File: src/tht_ram.sv
// ----------------------------------------------------------------------------
// tht_ram
// Generic single-write, single-read RAM with registered read data.
// ----------------------------------------------------------------------------
module tht_ram #(
    parameter int WIDTH  = 32,
    parameter int DEPTH  = 64,
    parameter int ADDR_W = $clog2(DEPTH)
) (
    input  logic              i_clk,
    input  logic              i_we,
    input  logic [ADDR_W-1:0] i_waddr,
    input  logic [WIDTH-1:0]  i_wdata,
    input  logic [ADDR_W-1:0] i_raddr,
    output logic [WIDTH-1:0]  o_rdata
);

    logic [WIDTH-1:0] r_mem [DEPTH];
    logic [WIDTH-1:0] r_rdata;

    // Write port and registered read port
    always_ff @(posedge i_clk) begin
        if (i_we) begin
            r_mem[i_waddr] <= i_wdata;
        end
        r_rdata <= r_mem[i_raddr];
    end

    assign o_rdata = r_rdata;

endmodule

File: config.mk
export PLATFORM = sky130hd
export DESIGN_NAME = tht_ram
export DESIGN_NICKNAME = d
export VERILOG_FILES = /design/src/tht_ram.sv
export SDC_FILE = /design/constraint.sdc
export NUM_CORES = 2
export LEC_CHECK = 0
export BUFFER_PORTS_ARGS = -buffer_cell sky130_fd_sc_hd__buf_2
export CORE_AREA = 2 2 400 402
export DETAILED_ROUTE_END_ITERATION = 16
export DIE_AREA = 0 0 402 404
export GPL_TIMING_DRIVEN = 1
export PLACE_DENSITY = 0.7
export RECOVER_POWER = 100
export SYNTH_ARGS = -nofsm -noshare
export SYNTH_HDL_FRONTEND = slang
export SYNTH_SLANG_ARGS = --single-unit
File: constraint.sdc
create_clock -name i_clk -period 8.9 [get_ports i_clk]
set_clock_uncertainty 0.2 [all_clocks]
set_input_delay 0.445 -clock i_clk [delete_from_list [all_inputs] [get_ports i_clk]]
set_output_delay 0.445 -clock i_clk [all_outputs]
set_load 0.02 [all_outputs]
## Word-level counts from Yosys, hierarchy flattened

Memory sizes are Yosys's and may differ from the RTL's. A register that Yosys moved wholly into a read port is not among the register bits.
Index checks and enable logic that the tools add are counted.

| operators by class | value |
|---|---|
| $add $sub $neg | 0 |
| $mul | 0 |
| divide/modulo/power cells | 0 |
| order comparisons | 0 |
| equality and inequality tests | 0 |
| shifts and indexed selects | 0 |
| multiplexer cells | 2 |
| bitwise gates (word level) | 0 |
| reductions and logical operators | 0 |

Operator list:

| cell | count |
|---|---|
| 1-bit two-way mux | 2 |

| word-level totals | value |
|---|---|
| register bits | 0 |
| bits in latches | 0 |
| bits in writable memories | 2048 |
| ROM bits | 0 |
| input bits | 46 |
| output and inout bits | 32 |
| word-level logic and storage cells | 3 |
| memories | 1 |

Memories:

| name | depth | bits a word | rd ports | clocked after memory_dff | wr ports | line | RTL |
|---|---|---|---|---|---|---|---|
| r_mem | 64 | 32 | 1 | 1 | 1 | 18 | `logic [WIDTH-1:0] r_mem [DEPTH];` |

## Logic depth before layout (Yosys ltp)

| logic depth | value |
|---|---|
| depth in word-level cells | 2 |
| depth in mapped cells | 10 |
| gate-level depth less buffers | 5 |

## Worst setup path before layout

Ideal clock, no wire load.

| timing path | value |
|---|---|
| kind | input to register |
| start point | input port i_waddr[3] |
| end point | memory r_mem[48][0] (enable) |
| library setup time | 0.461 ns |
| data arrival time | 3.144 ns |
| data required time | 8.239 ns |
| setup slack | 5.095 ns |
| stages on the path | 4 |
| path buffers | 1 |
| cells stage by stage | clkbuf_1 nor2b_1 nand4b_1 nor3_1 |

RTL lines:

| item | line | RTL |
|---|---|---|
| start, declared | 12 | `input logic [ADDR_W-1:0] i_waddr,` |
| end, declared | 18 |  |

No word-level cell before the write port.

==> summary.md <==
For this design the ratio of total power to cell area is 227.3 mW/mm^2. Counting buffers and inverters, the worst setup path is 7 cells deep. The clock-pin slew on the worst setup and hold paths works out to 60 ps. The flow ran to the end, but the final reports show violations.

The number of buffer cells added on primary ports is 77, and the initial core utilization is 0.4975. The tools report the number of slew-limit violations in the final report as 4367. The cell leakage power came out at 26.80 nW. The kind of cell with the highest combined delay along the critical path is buffers and inverters. The register area share after synthesis is 0.7914, and the worst endpoint data arrival time is 6300 ps.

The share of post-route cells with drive strength above 1 was 0.2533; the cell count after placement was 5389. The buffer cell driving the clock tree root was clkbuf_16. The setup path with the least slack is of type primary input to flip-flop.

Max-cap violations in this run came to 99. Average wire length per cell after detail routing: 33.39 um. The worst setup path is launched from a primary input.

In the routed layout, each cell is associated on average with a via count of 6.440. Number of distinct library cells after synthesis: 34. The number of gates given a new drive strength after cts came out at 0. The total power was 0.01995 W; the depth of the worst hold-timing path was 3.

The worst hold slack came out at 98.56 ps. The run gives 0.5562 as the final design utilization. The tools report the pin count of the biggest net entering global routing as 136.

TritonCTS built the clock tree. The floorplan step defined a die boundary enclosing 0.1624 sq mm. Before antenna repair, the detailed router went through 6 iterations.

The global-route usage over all layers was 0.2371; the number of enable-type register cells in the synthesized netlist was 2048. For the worst flop-to-flop path, the logic depth is 5. The deepest level of the CTS H-tree came out at 4.

Setup violations remaining at the end of the flow were counted as 0. The worst path in the final design needs a cycle of 5839 ps, including I/O delays and setup. The total negative setup slack is 0 ps. The signal on the critical path passes through clkbuf_2, buf_12, clkbuf_2, mux4_2, mux4_2, o22ai_1, nor2_1.

The count of buffers added by post-CTS timing repair for setup is 0, and the y dimension of the die is 404 um. Net total in the final layout: 3560. The hold buffer count at cts was 0; the worst-path maximum fanout was 80.

After technology mapping, the gate count stands at 3324. The area growth from synthesis to layout was 11.81%; the count of warnings emitted by yosys was 0. In this run, the number of DRC markers left after iteration 0 of detailed routing was 5232. The final reports fail on capacitance limit, slew limit. The routed layout has 37040 vias. The cell row count was 146; the mean post-synth cell area was 23.62 sq um.

Slowest cell on the critical path: clkbuf_2. The area share of the largest cell type after synthesis is 0.7833, and the horizontal extent of the die is 402 um. The total area inside the core boundary comes to 0.1578 sq mm. Dominant cell type by area after synthesis: edfxtp_1.

The maximum VDD drop came out at 238.6 uV. The routability congestion estimate from global placement is 0.7614. The synthesized design contains 2080 register bits.

The worst hold path belongs to the class primary input to flip-flop. The via count of the first global-routing pass came out at 36780. Buffers inserted during clock tree synthesis total 195.

Counting both buffers and inverters, the worst setup path holds a total of 3. The post-detailed-placement half-perimeter wirelength was 96720 um. For the worst-skew pair, the clock arrives at the later sink with an insertion delay of 810 ps. The initial antenna violation count was 11; the number of DRC violations after detailed routing was 0. For the wire length of the first global-routing pass, the log shows 271400 um. When the netlist entered floorplanning its net count stood at 3370.

The run gives 171.3 MHz as the fmax. At the pin with the least slew margin, the transition time is 3746 ps. The fraction of registers with async set or reset after synthesis came out at 0. Routed wire length: 192100 um.

The run gives 2080 as the number of clock sinks. The tools report the endpoint kind of the worst setup timing path as a flip-flop. In this run the deepest clock path goes through 3 buffers.

In the synthesized netlist the dominant register cell turns out to be edfxtp_1. The tools report the overall overflow remaining after global route as 0. Number of antenna-violating nets in the routed design: 0.

The cell area after synthesis was 0.07852 sq mm. Ranked by total cell area, the synthesized netlist is headed by edfxtp_1 78%, mux4_2 16%, mux2i_1 1.2%. The required time of the critical path was 9360 ps. The hold violation total from the final report came out at 0.

The period utilization came out at 0.6561. Leaving out filler cells and counting taps, the final layout contains 5752. The largest single stage delay on the critical path is 2210 ps.

Setup repair after global routing left no endpoint under its margin. 78 I/O pins were placed. For the worst slew margin relative to its limit, the log shows -1.497.
-- logic make-up (layout without fill, tap and decap cells) --
| logic type | Yosys count | after routing | share of synthesized area |
|---|---|---|---|
| other | 0 | 4 | 0 |
| AO/OA/AOI/OAI | 202 | 202 | 0.01673 |
| multiplexers | 637 | 637 | 0.1679 |
| buffers and inverters | 182 | 534 | 0.01128 |
| AND/OR/NAND/NOR | 223 | 223 | 0.01265 |
| flip-flops | 2080 | 2080 | 0.7914 |
-- power breakdown --
group	switching, W	leakage [nW]	internal, W
Sequential	0.0000472	18.7	0.0109
Combinational	0.000601	5.07	0.000345
Clock	0.00347	3.04	0.00462
-- tightest hold or removal path: stages --
cell	delay, ps
buf_6	220
a311oi_1	270
nor3_1	80
-- metrics by stage --
stage,setup WS (ps),cell area [sq um]
finish,3061,87790
global route,2355,87780
CTS,4823,88130
detailed placement,3983,81950
global placement,4007,81950
floorplan,5095,78520
-- final timing paths --
path	slack, ps	endpoint	start
setup / recovery	3060	o_rdata[29]$_DFF_P_	i_raddr[0]
hold / removal	100	o_rdata[8]$_DFF_P_	i_raddr[3]
setup reg to reg	6410	o_rdata[17]$_DFF_P_	r_mem[34][17]$_DFFE_PP_
hold reg to reg	530	o_rdata[17]$_DFF_P_	r_mem[28][17]$_DFFE_PP_
-- routing by layer --
layer  routed length, um  part of all wire  up-vias  GRT usage
met5                  48           0.00025        -          0
met4                6019             0.031        8    0.07624
met3               19720              0.10      323    0.05406
met2               91600              0.48     2135     0.3672
met1               74690              0.39    19930     0.3390
li1                    -                 -    14650          -
-- flip-flops by register name, summed over array words and instances, names as in the netlist --
signal   cells
r_mem     2048
o_rdata     32
-- synthesized netlist by cell type (5+ instances only) --
| cell type | n |
|---|---|
| edfxtp_1 | 2048 |
| nand3b_1 | 5 |
| nor2b_1 | 15 |
| a21oi_1 | 62 |
| buf_4 | 25 |
| a22oi_1 | 12 |
| nor2_1 | 137 |
| mux2i_1 | 93 |
| a311oi_1 | 8 |
| o221ai_1 | 27 |
| clkbuf_1 | 74 |
| o22ai_1 | 84 |
| buf_1 | 21 |
| mux4_2 | 544 |
| nand2b_1 | 8 |
| nor3_1 | 7 |
| dfxtp_1 | 32 |
| buf_6 | 5 |
| buf_2 | 57 |
| nand2_1 | 26 |
| nand3_1 | 5 |
-- cell type report --
cell class	instances	area (sq um)
Multi-Input combinational cell	1062	15970
Clock buffer	257	5318
Sequential cell	2080	62140
Tap cell	2072	2592
Clock inverter	102	865.8
Timing Repair Buffer	175	895.9
Antenna cell	4	10.01
Fill cell	11420	70040
-- layout by cell type (no fill, tap or decap), types with 5 or more instances in the layout --
master / count
edfxtp_1: 2048
mux4_2: 544
clkbuf_16: 199
clkbuf_1: 177
mux2i_1: 93
o22ai_1: 84
nor2_1: 74
a21oi_1: 62
nor2_4: 62
clkinv_1: 40
clkinv_2: 38
dfxtp_1: 32
o221ai_1: 27
nand2_1: 26
buf_4: 21
nor2b_1: 15
bufinv_16: 15
a22oi_1: 12
clkbuf_8: 12
buf_2: 11
a311oi_1: 8
nand2b_1: 7
buf_12: 7
nor3_1: 6
nand3b_1: 5
nand3_1: 5
inv_6: 5
Note: power is estimated with default switching activity, not from simulation.
