--- src/tht_pkg.sv ---
// ----------------------------------------------------------------------------
// tht_pkg
// Types and constants shared by the handle table modules.
// ----------------------------------------------------------------------------
package tht_pkg;

    localparam int SLOT_W    = 6;
    localparam int TAG_W     = 32;
    localparam int PAYLOAD_W = 64;
    localparam int FLAGS_W   = 32;
    localparam int MODE_W    = 3;
    localparam int FIELD_SLOTS = 64;   // slots reachable by a 6-bit slot field
    localparam int GRP_W     = 8;      // slots examined per scan step
    localparam int GRP_IDX_W = 3;

    localparam int S_TDATA_W = 136;
    localparam int M_TDATA_W = 136;

    localparam logic KIND_FILE = 1'b0;
    localparam logic KIND_DIR  = 1'b1;

    typedef enum logic [MODE_W-1:0] {
        MODE_OPEN_FILE = 3'd0,
        MODE_OPEN_DIR  = 3'd1,
        MODE_GET_FILE  = 3'd2,
        MODE_GET_DIR   = 3'd3,
        MODE_CLOSE     = 3'd4,
        MODE_QUERY     = 3'd5
    } t_mode;

    typedef enum logic [1:0] {
        ST_OK      = 2'd0,
        ST_INVALID = 2'd1,
        ST_FULL    = 2'd2
    } t_status;

    // One stored slot entry
    typedef struct packed {
        logic [TAG_W-1:0]     tag;
        logic                 kind;
        logic [PAYLOAD_W-1:0] payload;
        logic [FLAGS_W-1:0]   flags;
    } t_entry;

    // Response data, last field in the lowest bits
    typedef struct packed {
        logic [FLAGS_W-1:0]   flags;
        logic [PAYLOAD_W-1:0] payload;
        logic [TAG_W-1:0]     tag;
        logic [SLOT_W-1:0]    slot;
        t_status              status;
    } t_rsp;

    // Free-slot scan step result
    typedef struct packed {
        logic                 hit;
        logic [GRP_IDX_W-1:0] idx;
    } t_scan;

endpackage

--- src/tht_scan.sv ---
// ----------------------------------------------------------------------------
// tht_scan
// Lowest-free finder over one eight-slot group; reused every scan step.
// ----------------------------------------------------------------------------
module tht_scan (
    input  logic [tht_pkg::GRP_W-1:0] i_free,
    output tht_pkg::t_scan            o_scan
);
    import tht_pkg::*;

    // Walk from the top so the lowest free slot wins
    always_comb begin
        o_scan.hit = 1'b0;
        o_scan.idx = '0;
        for (int b = GRP_W - 1; b >= 0; b--) begin
            if (i_free[b]) begin
                o_scan.hit = 1'b1;
                o_scan.idx = GRP_IDX_W'(b);
            end
        end
    end

endmodule

--- config.mk ---
export PLATFORM = sky130hd
export DESIGN_NAME = tht_scan
export DESIGN_NICKNAME = d
export VERILOG_FILES = /design/src/tht_pkg.sv /design/src/tht_scan.sv
export SDC_FILE = /design/constraint.sdc
export NUM_CORES = 1
export LEC_CHECK = 0
export BUFFER_PORTS_ARGS = -buffer_cell sky130_fd_sc_hd__buf_4
export CAP_MARGIN = 25
export CORE_AREA = 2 2 39 41
export DETAILED_ROUTE_END_ITERATION = 8
export DIE_AREA = 0 0 41 43
export REMOVE_ABC_BUFFERS = 1
export SLEW_MARGIN = 20
export SYNTH_ARGS = -nofsm -noshare
export SYNTH_HDL_FRONTEND = slang
export SYNTH_SLANG_ARGS = --single-unit
--- constraint.sdc ---
create_clock -name vclk -period 0.8
set_input_delay 0.08 -clock vclk [all_inputs]
set_output_delay 0.08 -clock vclk [all_outputs]
set_load 0.1 [all_outputs]
# Word level (Yosys, flattened, before mapping)
# Index checks and enable logic that the tools add are counted.
[classes]
n_mux = 8
[op_table]
columns = ["cell", "count"]
rows = [
  ["$mux 4", 8],
]
[word_totals]
out_inout_bits = 4
reg_bits = 0
elab_cells = 8

# Logic depth before layout (Yosys ltp)
# Gate-level depths: netlist (run 1).
[logic_depth]
depth_word = 8
ltp_mapped = 3
depth_no_buf = 3

# Least setup slack after synthesis (run 1)
# No wires, ideal clock.
[synth_path]
path_kind = "input port to output port"
start = "in i_free[0] (netlist bit)"
end = "out o_scan[0] (netlist bit)"
slack_ps = -2499
required_time_ps = 720
arrival_time_ps = 3219
path_buffers = 0
cell_stages = 1
cell_sequence = "o41ai_1"
[synth_between]
elab_chain_cells = 1
[synth_rtl]
columns = ["item", "line", "rtl"]
rows = [
  ["from (decl)", "tht_scan.sv:6", "input logic [tht_pkg::GRP_W-1:0] i_free,"],
  ["$mux 4", "tht_scan.sv:16", "if (i_free[b]) begin"],
  ["to (decl)", "tht_scan.sv:7", "output tht_pkg::t_scan o_scan"],
]
# Every way passes these cells.

==> flow_metrics.env, run 1 <==
export IMPL_post_cts_buffers=0
export IMPL_dr_total_vias=165
export IMPL_outcome="finished with violations"
export IMPL_crit_slowest_cell="nor4_4"
export IMPL_drc=0
export IMPL_synthAdderAreaFrac=0
export IMPL_overflow=0
export IMPL_synth_top_cell_area_share=0.1818
export IMPL_fin_cells=42
export IMPL_rsz0062_at_grt="yes"
export IMPL_dieWidth_um=41
export IMPL_synth_area_um2=82.58
export IMPL_seq_cells=0
export IMPL_numPortBuffers=12
export IMPL_avgSynthCellArea_um2=5.898
export IMPL_synthCells=14
export IMPL_muxShareOfSynthArea=0
export IMPL_slew_headroom=0.8347
export IMPL_p_clk_frac=0
export IMPL_worstSetupPathType="input pin to output port"
export IMPL_post_drt_wl_per_cell_um=9.357
export IMPL_io_pins=12
export IMPL_place_inst=42
export IMPL_violations="negative setup slack"
export IMPL_avgViaCountPerCell=3.929
export IMPL_antenna_found_initial=0
export IMPL_start_util=0.05967
export IMPL_finalPower_mw=0.1999
export IMPL_crit_path_cell_trace="buf_8 -> nor4_4 -> and3b_2 -> buf_12"
export IMPL_tightest_slew_ns=0.2471
export IMPL_worstSetupEndpoint="o_scan[2]"
export IMPL_period_needed_ns=0.9578
export IMPL_hp_class="input pin to output port"
export IMPL_grt_pass1_vias=160
export IMPL_die_y_um=43
export IMPL_seq_area_um2=0
export IMPL_nClkBuffers=0
export IMPL_synth_compound_area_frac=0.3788
export IMPL_max_freq_mhz=1044
export IMPL_ys_warn_count=0
export IMPL_nets=36
export IMPL_yosys_area_top_type="nor2_1"
export IMPL_grt_max_degree=5
export IMPL_grt_total_usage=0.03796
export IMPL_arrival_ns=0.88
export IMPL_yosys_top_cells_area="nor2_1 (18%), nor4_2 (15%), a21oi_1 (12%)"
export IMPL_synthSimpleGateAreaFrac=0.5758
export IMPL_tns_ns=-0.3674
export IMPL_setup_ws_ns=-0.1578
export IMPL_rows=14
export IMPL_fillerInstances=156
export IMPL_drt_first_pass_iters=1
export IMPL_die_area_um2=1763
export IMPL_synth_cell_type_count=10
export IMPL_p_switching_mw=0.1167
export IMPL_irDropWorstVdd_mv=0.1332
export IMPL_crit_required_ns=0.72
export IMPL_gp_congestion=0.4182
export IMPL_ant_nets=0
export IMPL_synth_xor_area_frac=0
export IMPL_p_int_mw=0.08319
export IMPL_ys_seq_area_frac=0
export IMPL_multi_input_area_um2=121.4
export IMPL_drive_above_1_share=0.7308
export IMPL_drv_slew=0
export IMPL_p_leak_nw=0.1197
export IMPL_area_growth_pct=256.1
export IMPL_cp_slowest_stage_delay_ns=0.27
export IMPL_drt_total_wl_um=393
export IMPL_synth_top_family_by_area="simple AND/OR/NAND/NOR gates"
export IMPL_p_seq_frac=0
export IMPL_core_area_um2=1384
export IMPL_powerDensity_nw_per_um2=679.9
export IMPL_timing_max_cap_violations=0
export IMPL_diodes=0
export IMPL_end_kind="output port"
export IMPL_crit_start="i_free[6]"
export IMPL_p_sw_frac=0.5839
export IMPL_setup_worst_path_start_class="input pin"
export IMPL_grt_pass1_wl_um=510
export IMPL_combPwrFrac=1.000
export IMPL_cp_max_fo=3
export IMPL_drt_iter0_markers=0
export IMPL_setup_viol=4
export IMPL_fin_crit_sh=1.197
export IMPL_finalHoldViolations=0
-- stage by stage --
step / hold slack, ns / setup slack, ns / instance area (µm²) / util
4_1_cts: 0.5014 / -0.1535 / 245.2 / 0.1772
5_1_grt: 0.5043 / -0.1937 / 294.0 / 0.2125
3_5_place_dp: 0.5444 / -0.2105 / 192.7 / 0.1392
2_1_floorplan: 0.6829 / -2.499 / 82.58 / -
3_3_place_gp: 0.5419 / -0.2019 / 192.7 / 0.1392
6_report: 0.4949 / -0.1578 / 294.0 / 0.2125
-- cells in the final DEF (no fill, tap or decap) --
cell type,count
a21boi_2,1
a21oi_2,2
and3b_2,1
buf_12,2
buf_4,4
buf_6,3
buf_8,3
inv_1,1
nand3_1,1
nor2_1,3
nor2_2,1
nor2b_1,1
nor4_4,1
o21ai_0,1
o41ai_4,1
-- cells by family after synthesis --
family | Yosys count
compound gates | 5
buf+inv | 1
simple gates | 8
-- routing by layer --
layer  vias up  wire (µm)  global-route usage
met2        11        205             0.08750
met3         0         68            0.005236
met4         0          0                   0
li1         77          -                   -
met1        77        119             0.02848
met5         -          0                   0
-- worst max-delay path: cells and delay by family --
family	cells	cell delay, ns
buffers and inverters	2	0.27
AND/OR/NAND/NOR	2	0.53
-- synth_stat cells --
master and count:
nor2_1 4, o21ai_0 1, inv_1 1, and3b_1 1, a21boi_0 1, a21oi_1 2
nor4_2 1, nand3_1 1, o41ai_1 1, nor2b_1 1
-- cell type report --
cell class / instances / share of cell area
Inverter: 1 / 0.01277
Multi-Input combinational cell: 13 / 0.4128
Tap cell: 16 / 0.06809
Timing Repair Buffer: 12 / 0.5064
-- worst min path at each step --
stage / depth (start not counted) / from / to / slack [ns]
final: 3 / i_free[2] / o_scan[0] / 0.49
after global routing: 3 / i_free[2] / o_scan[0] / 0.50
after CTS: 3 / i_free[4] / o_scan[0] / 0.50
after floorplan: 2 / i_free[3] / o_scan[2] / 0.68
after detailed placement: 3 / i_free[2] / o_scan[0] / 0.54
after global placement: 3 / i_free[2] / o_scan[0] / 0.54
-- repair_timing --
action                     4_1_cts  5_1_grt
pin swaps                        1        4
hold buffers                     0        0
resized for setup               13       11
setup endpoints to repair        4        4
-- power by group through the flow --
| stage | clock network, mW | logic, mW | registers (mW) |
|---|---|---|---|
| floorplan | 0 | 0.0868 | 0 |
| global placement | 0 | 0.143 | 0 |
| detailed placement | 0 | 0.144 | 0 |
| CTS | 0 | 0.170 | 0 |
| global route | 0 | 0.208 | 0 |
| finish | 0 | 0.200 | 0 |
(Power assumes the default switching activity.)
==> inputs of run 2 (changes only) <==
--- a/config.mk
+++ b/config.mk
@@ -7,9 +7,11 @@
 export LEC_CHECK = 0
 export BUFFER_PORTS_ARGS = -buffer_cell sky130_fd_sc_hd__buf_4
 export CAP_MARGIN = 25
-export CORE_AREA = 2 2 39 41
+export CORE_AREA = 8 8 45 47
 export DETAILED_ROUTE_END_ITERATION = 8
-export DIE_AREA = 0 0 41 43
+export DIE_AREA = 0 0 53 55
+export PLACE_DENSITY = 0.3
+export RECOVER_POWER = 50
 export REMOVE_ABC_BUFFERS = 1
 export SLEW_MARGIN = 20
 export SYNTH_ARGS = -nofsm -noshare
==> run 2 against run 1 <==
Compared with the run above:
- the run still ends with negative setup slack left
- clock-buffer cell count unchanged
- die area up 65%
- core utilization down 0.090 points
- critical path depth unchanged
- flip-flop and latch count unchanged
- first-iteration DRC count up 1
- global-route usage down 1.0 points
- final cell count unchanged
- critical path type unchanged
- routed wire length up 22%
- largest power group unchanged
- final area down 0.43%
- worst setup slack better by 0.0038 ns
==> flow_metrics.env, run 2 (synthesized netlist as in run 1, its figures left out) <==
export IMPL_p_clk_frac=0
export IMPL_dr_total_vias=146
export IMPL_final_cell_mix="buf_4 (4), buf_6 (4)"
export IMPL_numPortBuffers=12
export IMPL_antenna_found_initial=0
export IMPL_timing_max_cap_violations=0
export IMPL_finalHoldViolations=0
export IMPL_seq_cells=0
export IMPL_core_area_um2=1384
export IMPL_worstSetupPathType="input pin to output port"
export IMPL_start_util=0.05967
export IMPL_post_cts_buffers=0
export IMPL_period_needed_ns=0.9539
export IMPL_slew_headroom=0.8347
export IMPL_arrival_ns=0.87
export IMPL_powerDensity_nw_per_um2=688.7
export IMPL_hp_class="input pin to output port"
export IMPL_combPwrFrac=1.000
export IMPL_ant_nets=0
export IMPL_cts_hold_buf=0
export IMPL_drc=0
export IMPL_crit_path_cell_trace="buf_8 -> nor4_4 -> and3b_2 -> buf_12"
export IMPL_die_area_um2=2915
export IMPL_rsz0062_at_grt="yes"
export IMPL_gp_congestion=0.6310
export IMPL_crit_slowest_cell="nor4_4"
export IMPL_grt_pass1_wl_um=641
export IMPL_p_int_mw=0.08351
export IMPL_outcome="finished with violations"
export IMPL_violations="negative setup slack"
export IMPL_crit_required_ns=0.72
export IMPL_io_pins=12
export IMPL_fin_cells=42
export IMPL_p_switching_mw=0.1181
export IMPL_setup_worst_path_start_class="input pin"
export IMPL_cp_max_fo=3
export IMPL_max_freq_mhz=1048
export IMPL_drt_first_pass_iters=2
export IMPL_rows=14
export IMPL_grt_total_usage=0.02779
export IMPL_nets=36
export IMPL_p_leak_nw=0.1180
export IMPL_grt_pass1_vias=162
export IMPL_post_drt_wl_per_cell_um=11.45
export IMPL_overflow=0
export IMPL_p_seq_frac=0
export IMPL_dp_hpwl_um=380
export IMPL_final_core_util=0.2116
export IMPL_seq_area_um2=0
export IMPL_drv_slew=0
export IMPL_drt_iter0_markers=1
export IMPL_dieWidth_um=53
export IMPL_die_y_um=55
export IMPL_whs_path_depth=3
export IMPL_nClkBuffers=0
export IMPL_p_sw_frac=0.5858
export IMPL_fin_crit_sh=1.192
export IMPL_area_growth_pct=254.5
export IMPL_place_inst=42
export IMPL_irDropWorstVdd_mv=0.1437
export IMPL_diodes=0
export IMPL_cp_slowest_stage_delay_ns=0.27
export IMPL_avgViaCountPerCell=3.476
export IMPL_tightest_slew_ns=0.2472
export IMPL_end_kind="output port"
export IMPL_setup_ws_ns=-0.1539
export IMPL_grt_max_degree=5
export IMPL_drive_above_1_share=0.7692
export IMPL_drt_total_wl_um=481
export IMPL_setup_viol=4
[run 2: changes by cell type in the layout (fill, tap and decap cells not counted)]
cell / previous run / this run
nor2_1: 3 / 2
buf_6: 3 / 4
nor2_2: 1 / 2
buf_8: 3 / 2
[run 2: final timing paths]
kind              startpoint         to  slack, ns
setup / recovery   i_free[6]  o_scan[2]      -0.15
hold / removal     i_free[2]  o_scan[0]       0.50
[run 2: metal layers]
metal / up-vias / GRT usage / wire, µm / part of all wire
li1: 76 / - / - / -
met1: 64 / 0.03017 / 173 / 0.36
met2: 6 / 0.04883 / 255 / 0.53
met3: 0 / 0.01604 / 53 / 0.11
met4: 0 / 0 / 0 / 0
met5: - / 0 / 0 / 0
[run 2: layout make-up]
cell class,instances,area (µm²)
Fill cell,155,1091
Inverter,1,3.754
Multi-Input combinational cell,13,123.9
Tap cell,16,20.02
Timing Repair Buffer,12,145.1
[run 2: worst max-delay path: cells and delay by family]
kind                   cells  cell delay (ns)
buffers and inverters      2             0.27
AND/OR/NAND/NOR            2             0.53
[run 2: power by group through the flow]
stage                     Clock, mW  Sequential (mW)  Combinational, mW
after floorplan                   0                0             0.0868
after CTS                         0                0              0.173
final                             0                0              0.202
after global routing              0                0              0.213
after global placement            0                0              0.145
after detailed placement          0                0              0.146
[run 2: metrics by stage]
stage / total power, mW / setup TNS [ns] / area [µm²] / worst slack, ns / hold WS (ns)
floorplan: 0.08681 / -4.899 / 82.58 / -2.499 / 0.6829
global placement: 0.1446 / -0.7482 / 192.7 / -0.2208 / 0.5527
CTS: 0.1727 / -0.4905 / 245.2 / -0.1593 / 0.5039
finish: 0.2016 / -0.3914 / 292.8 / -0.1539 / 0.4997
global route: 0.2125 / -0.5839 / 292.8 / -0.1949 / 0.5121
detailed placement: 0.1461 / -0.7335 / 192.7 / -0.2125 / 0.5523
[run 2: repair_timing]
action / in CTS / in global routing
setup endpoints to repair: 4 / 4
resized for setup: 13 / 11
pin swaps: 1 / 2
gates cloned: 0 / 0
==> inputs of run 3 (changes only) <==
--- a/config.mk
+++ b/config.mk
@@ -5,13 +5,13 @@
 export SDC_FILE = /design/constraint.sdc
 export NUM_CORES = 1
 export LEC_CHECK = 0
-export BUFFER_PORTS_ARGS = -buffer_cell sky130_fd_sc_hd__buf_4
 export CAP_MARGIN = 25
 export CORE_AREA = 8 8 45 47
 export DETAILED_ROUTE_END_ITERATION = 8
 export DIE_AREA = 0 0 53 55
+export DONT_BUFFER_PORTS = 1
 export PLACE_DENSITY = 0.3
-export RECOVER_POWER = 50
+export RECOVER_POWER = 100
 export REMOVE_ABC_BUFFERS = 1
 export SLEW_MARGIN = 20
 export SYNTH_ARGS = -nofsm -noshare
==> run 3 against run 2 <==
Compared with the run above:
- the flow still finishes with violations (negative setup slack)
- critical path depth is the same
- routed wire length decreased by 6.9%
- hold slack worse by 0.054 ns
- maximum frequency up 12%
- global-route usage increased by 0.27 points
==> flow_metrics.env, run 3 (synthesized netlist as in run 1, its figures left out) <==
export IMPL_outcome="finished with violations"
export IMPL_violations="negative setup slack"
export IMPL_fin_crit_sh=1.067
export IMPL_final_cell_mix="nor2_1 (4), buf_12 (2), buf_4 (2)"
export IMPL_ant_nets=0
export IMPL_finalHoldViolations=0
export IMPL_area_growth_pct=174.2
export IMPL_setup_worst_path_start_class="input pin"
export IMPL_finalPower_mw=0.1515
export IMPL_crit_slowest_cell="nor4_4"
export IMPL_die_area_um2=2915
export IMPL_end_kind="output port"
export IMPL_cp_buffers_inverters=2
export IMPL_nClkBuffers=0
export IMPL_slew_headroom=0.8334
export IMPL_dr_total_vias=127
export IMPL_tns_ns=-0.1240
export IMPL_period_needed_ns=0.8535
export IMPL_grt_pass1_wl_um=717
export IMPL_hp_class="input pin to output port"
export IMPL_core_area_um2=1384
export IMPL_antenna_found_initial=0
export IMPL_crit_start="i_free[6]"
export IMPL_worstSetupPathType="input pin to output port"
export IMPL_nets=30
export IMPL_max_freq_mhz=1172
export IMPL_diodes=0
export IMPL_io_pins=12
export IMPL_grt_total_usage=0.03052
export IMPL_dp_hpwl_um=374.9
export IMPL_overflow=0
export IMPL_crit_path_cell_trace="nor4_4 -> buf_4 -> nand3_2 -> buf_12"
export IMPL_timing_max_cap_violations=0
export IMPL_p_leak_nw=0.08484
export IMPL_numPortBuffers=0
export IMPL_drive_above_1_share=0.6000
export IMPL_rows=14
export IMPL_final_core_util=0.1637
export IMPL_start_util=0.05967
export IMPL_avgViaCountPerCell=3.528
export IMPL_cp_max_fo=3
export IMPL_crit_family="simple AND/OR/NAND/NOR gates"
export IMPL_whs_path_depth=3
export IMPL_powerDensity_nw_per_um2=669.0
export IMPL_rsz0062_at_grt="yes"
export IMPL_seq_area_um2=0
export IMPL_hold_path_startpoint="i_free[1]"
export IMPL_cts_hold_buf=0
export IMPL_drt_iter0_markers=0
export IMPL_seq_cells=0
export IMPL_drt_total_wl_um=448
export IMPL_arrival_ns=0.77
export IMPL_irDropWorstVdd_mv=0.1568
export IMPL_gp_congestion=0.6133
export IMPL_drt_first_pass_iters=1
export IMPL_grt_pass1_vias=142
export IMPL_drv_slew=0
export IMPL_setup_ws_ns=-0.05345
export IMPL_tightest_slew_ns=0.2490
export IMPL_dp_slack_ns=-0.05924
export IMPL_hold_end="o_scan[3]"
export IMPL_cp_slowest_stage_delay_ns=0.27
export IMPL_setup_viol=3
export IMPL_die_y_um=55
export IMPL_drc=0
export IMPL_dieWidth_um=53
export IMPL_crit_required_ns=0.72
export IMPL_grt_max_degree=5
export IMPL_post_drt_wl_per_cell_um=12.44
export IMPL_layout_commonest_cell="nor2_1"
==> run 3: cell count changes in the layout (fill, tap and decap cells not counted), sizes merged <==
cell,delta
buf,-6
==> run 3: power breakdown <==
group	switching (mW)	leakage (nW)	internal, mW
logic	0.0912	0.0848	0.0603
registers	0	0	0
clock network	0	0	0
total	0.0912	0.0848	0.0603
==> run 3: layer usage <==
| metal | wire, µm | global-route usage | vias to the layer above |
|---|---|---|---|
| met1 | 145 | 0.03318 | 57 |
| met3 | 81 | 0.02139 | 0 |
| met4 | 0 | 0 | 0 |
| met5 | 0 | 0 | - |
| li1 | - | - | 64 |
| met2 | 221 | 0.05078 | 6 |
==> run 3: cell type report <==
cell class,count,area [µm²]
repair buffers,6,93.84
multi-input cells,13,108.9
inverters,1,3.754
well taps,16,20.02
fillers,159,1157
==> run 3: repair_timing <==
| action | 4_1_cts | 5_1_grt |
|---|---|---|
| setup buffers | 0 | 1 |
| cloned | 0 | 0 |
| gates resized for setup | 2 | 2 |
| endpoints found under the setup margin | 3 | 3 |
| pin swaps | 1 | 1 |
==> run 3: worst min-delay path, cell delays in order <==
cell and delay, ns:
nor2_1 0.04, nand3_2 0.08, buf_12 0.17
==> run 3: worst max path at each step <==
stage                            to  slack, ns  cells after the start
after floorplan           o_scan[0]      -2.50                      1
after global placement    o_scan[2]      -0.10                      3
after detailed placement  o_scan[2]      -0.06                      3
after CTS                 o_scan[2]      -0.06                      3
after global routing      o_scan[3]       -0.1                      4
final                     o_scan[3]      -0.05                      4
==> run 3: metrics by stage <==
| stage | std cells | hold slack (ns) | instance area, µm² |
|---|---|---|---|
| 3_5_place_dp | 35 | 0.4702 | 209.0 |
| 6_report | 36 | 0.4461 | 226.5 |
| 5_1_grt | 36 | 0.4624 | 226.5 |
| 4_1_cts | 35 | 0.4736 | 219.0 |
| 3_3_place_gp | 35 | 0.4869 | 209.0 |
| 2_1_floorplan | 14 | 0.6829 | 82.58 |
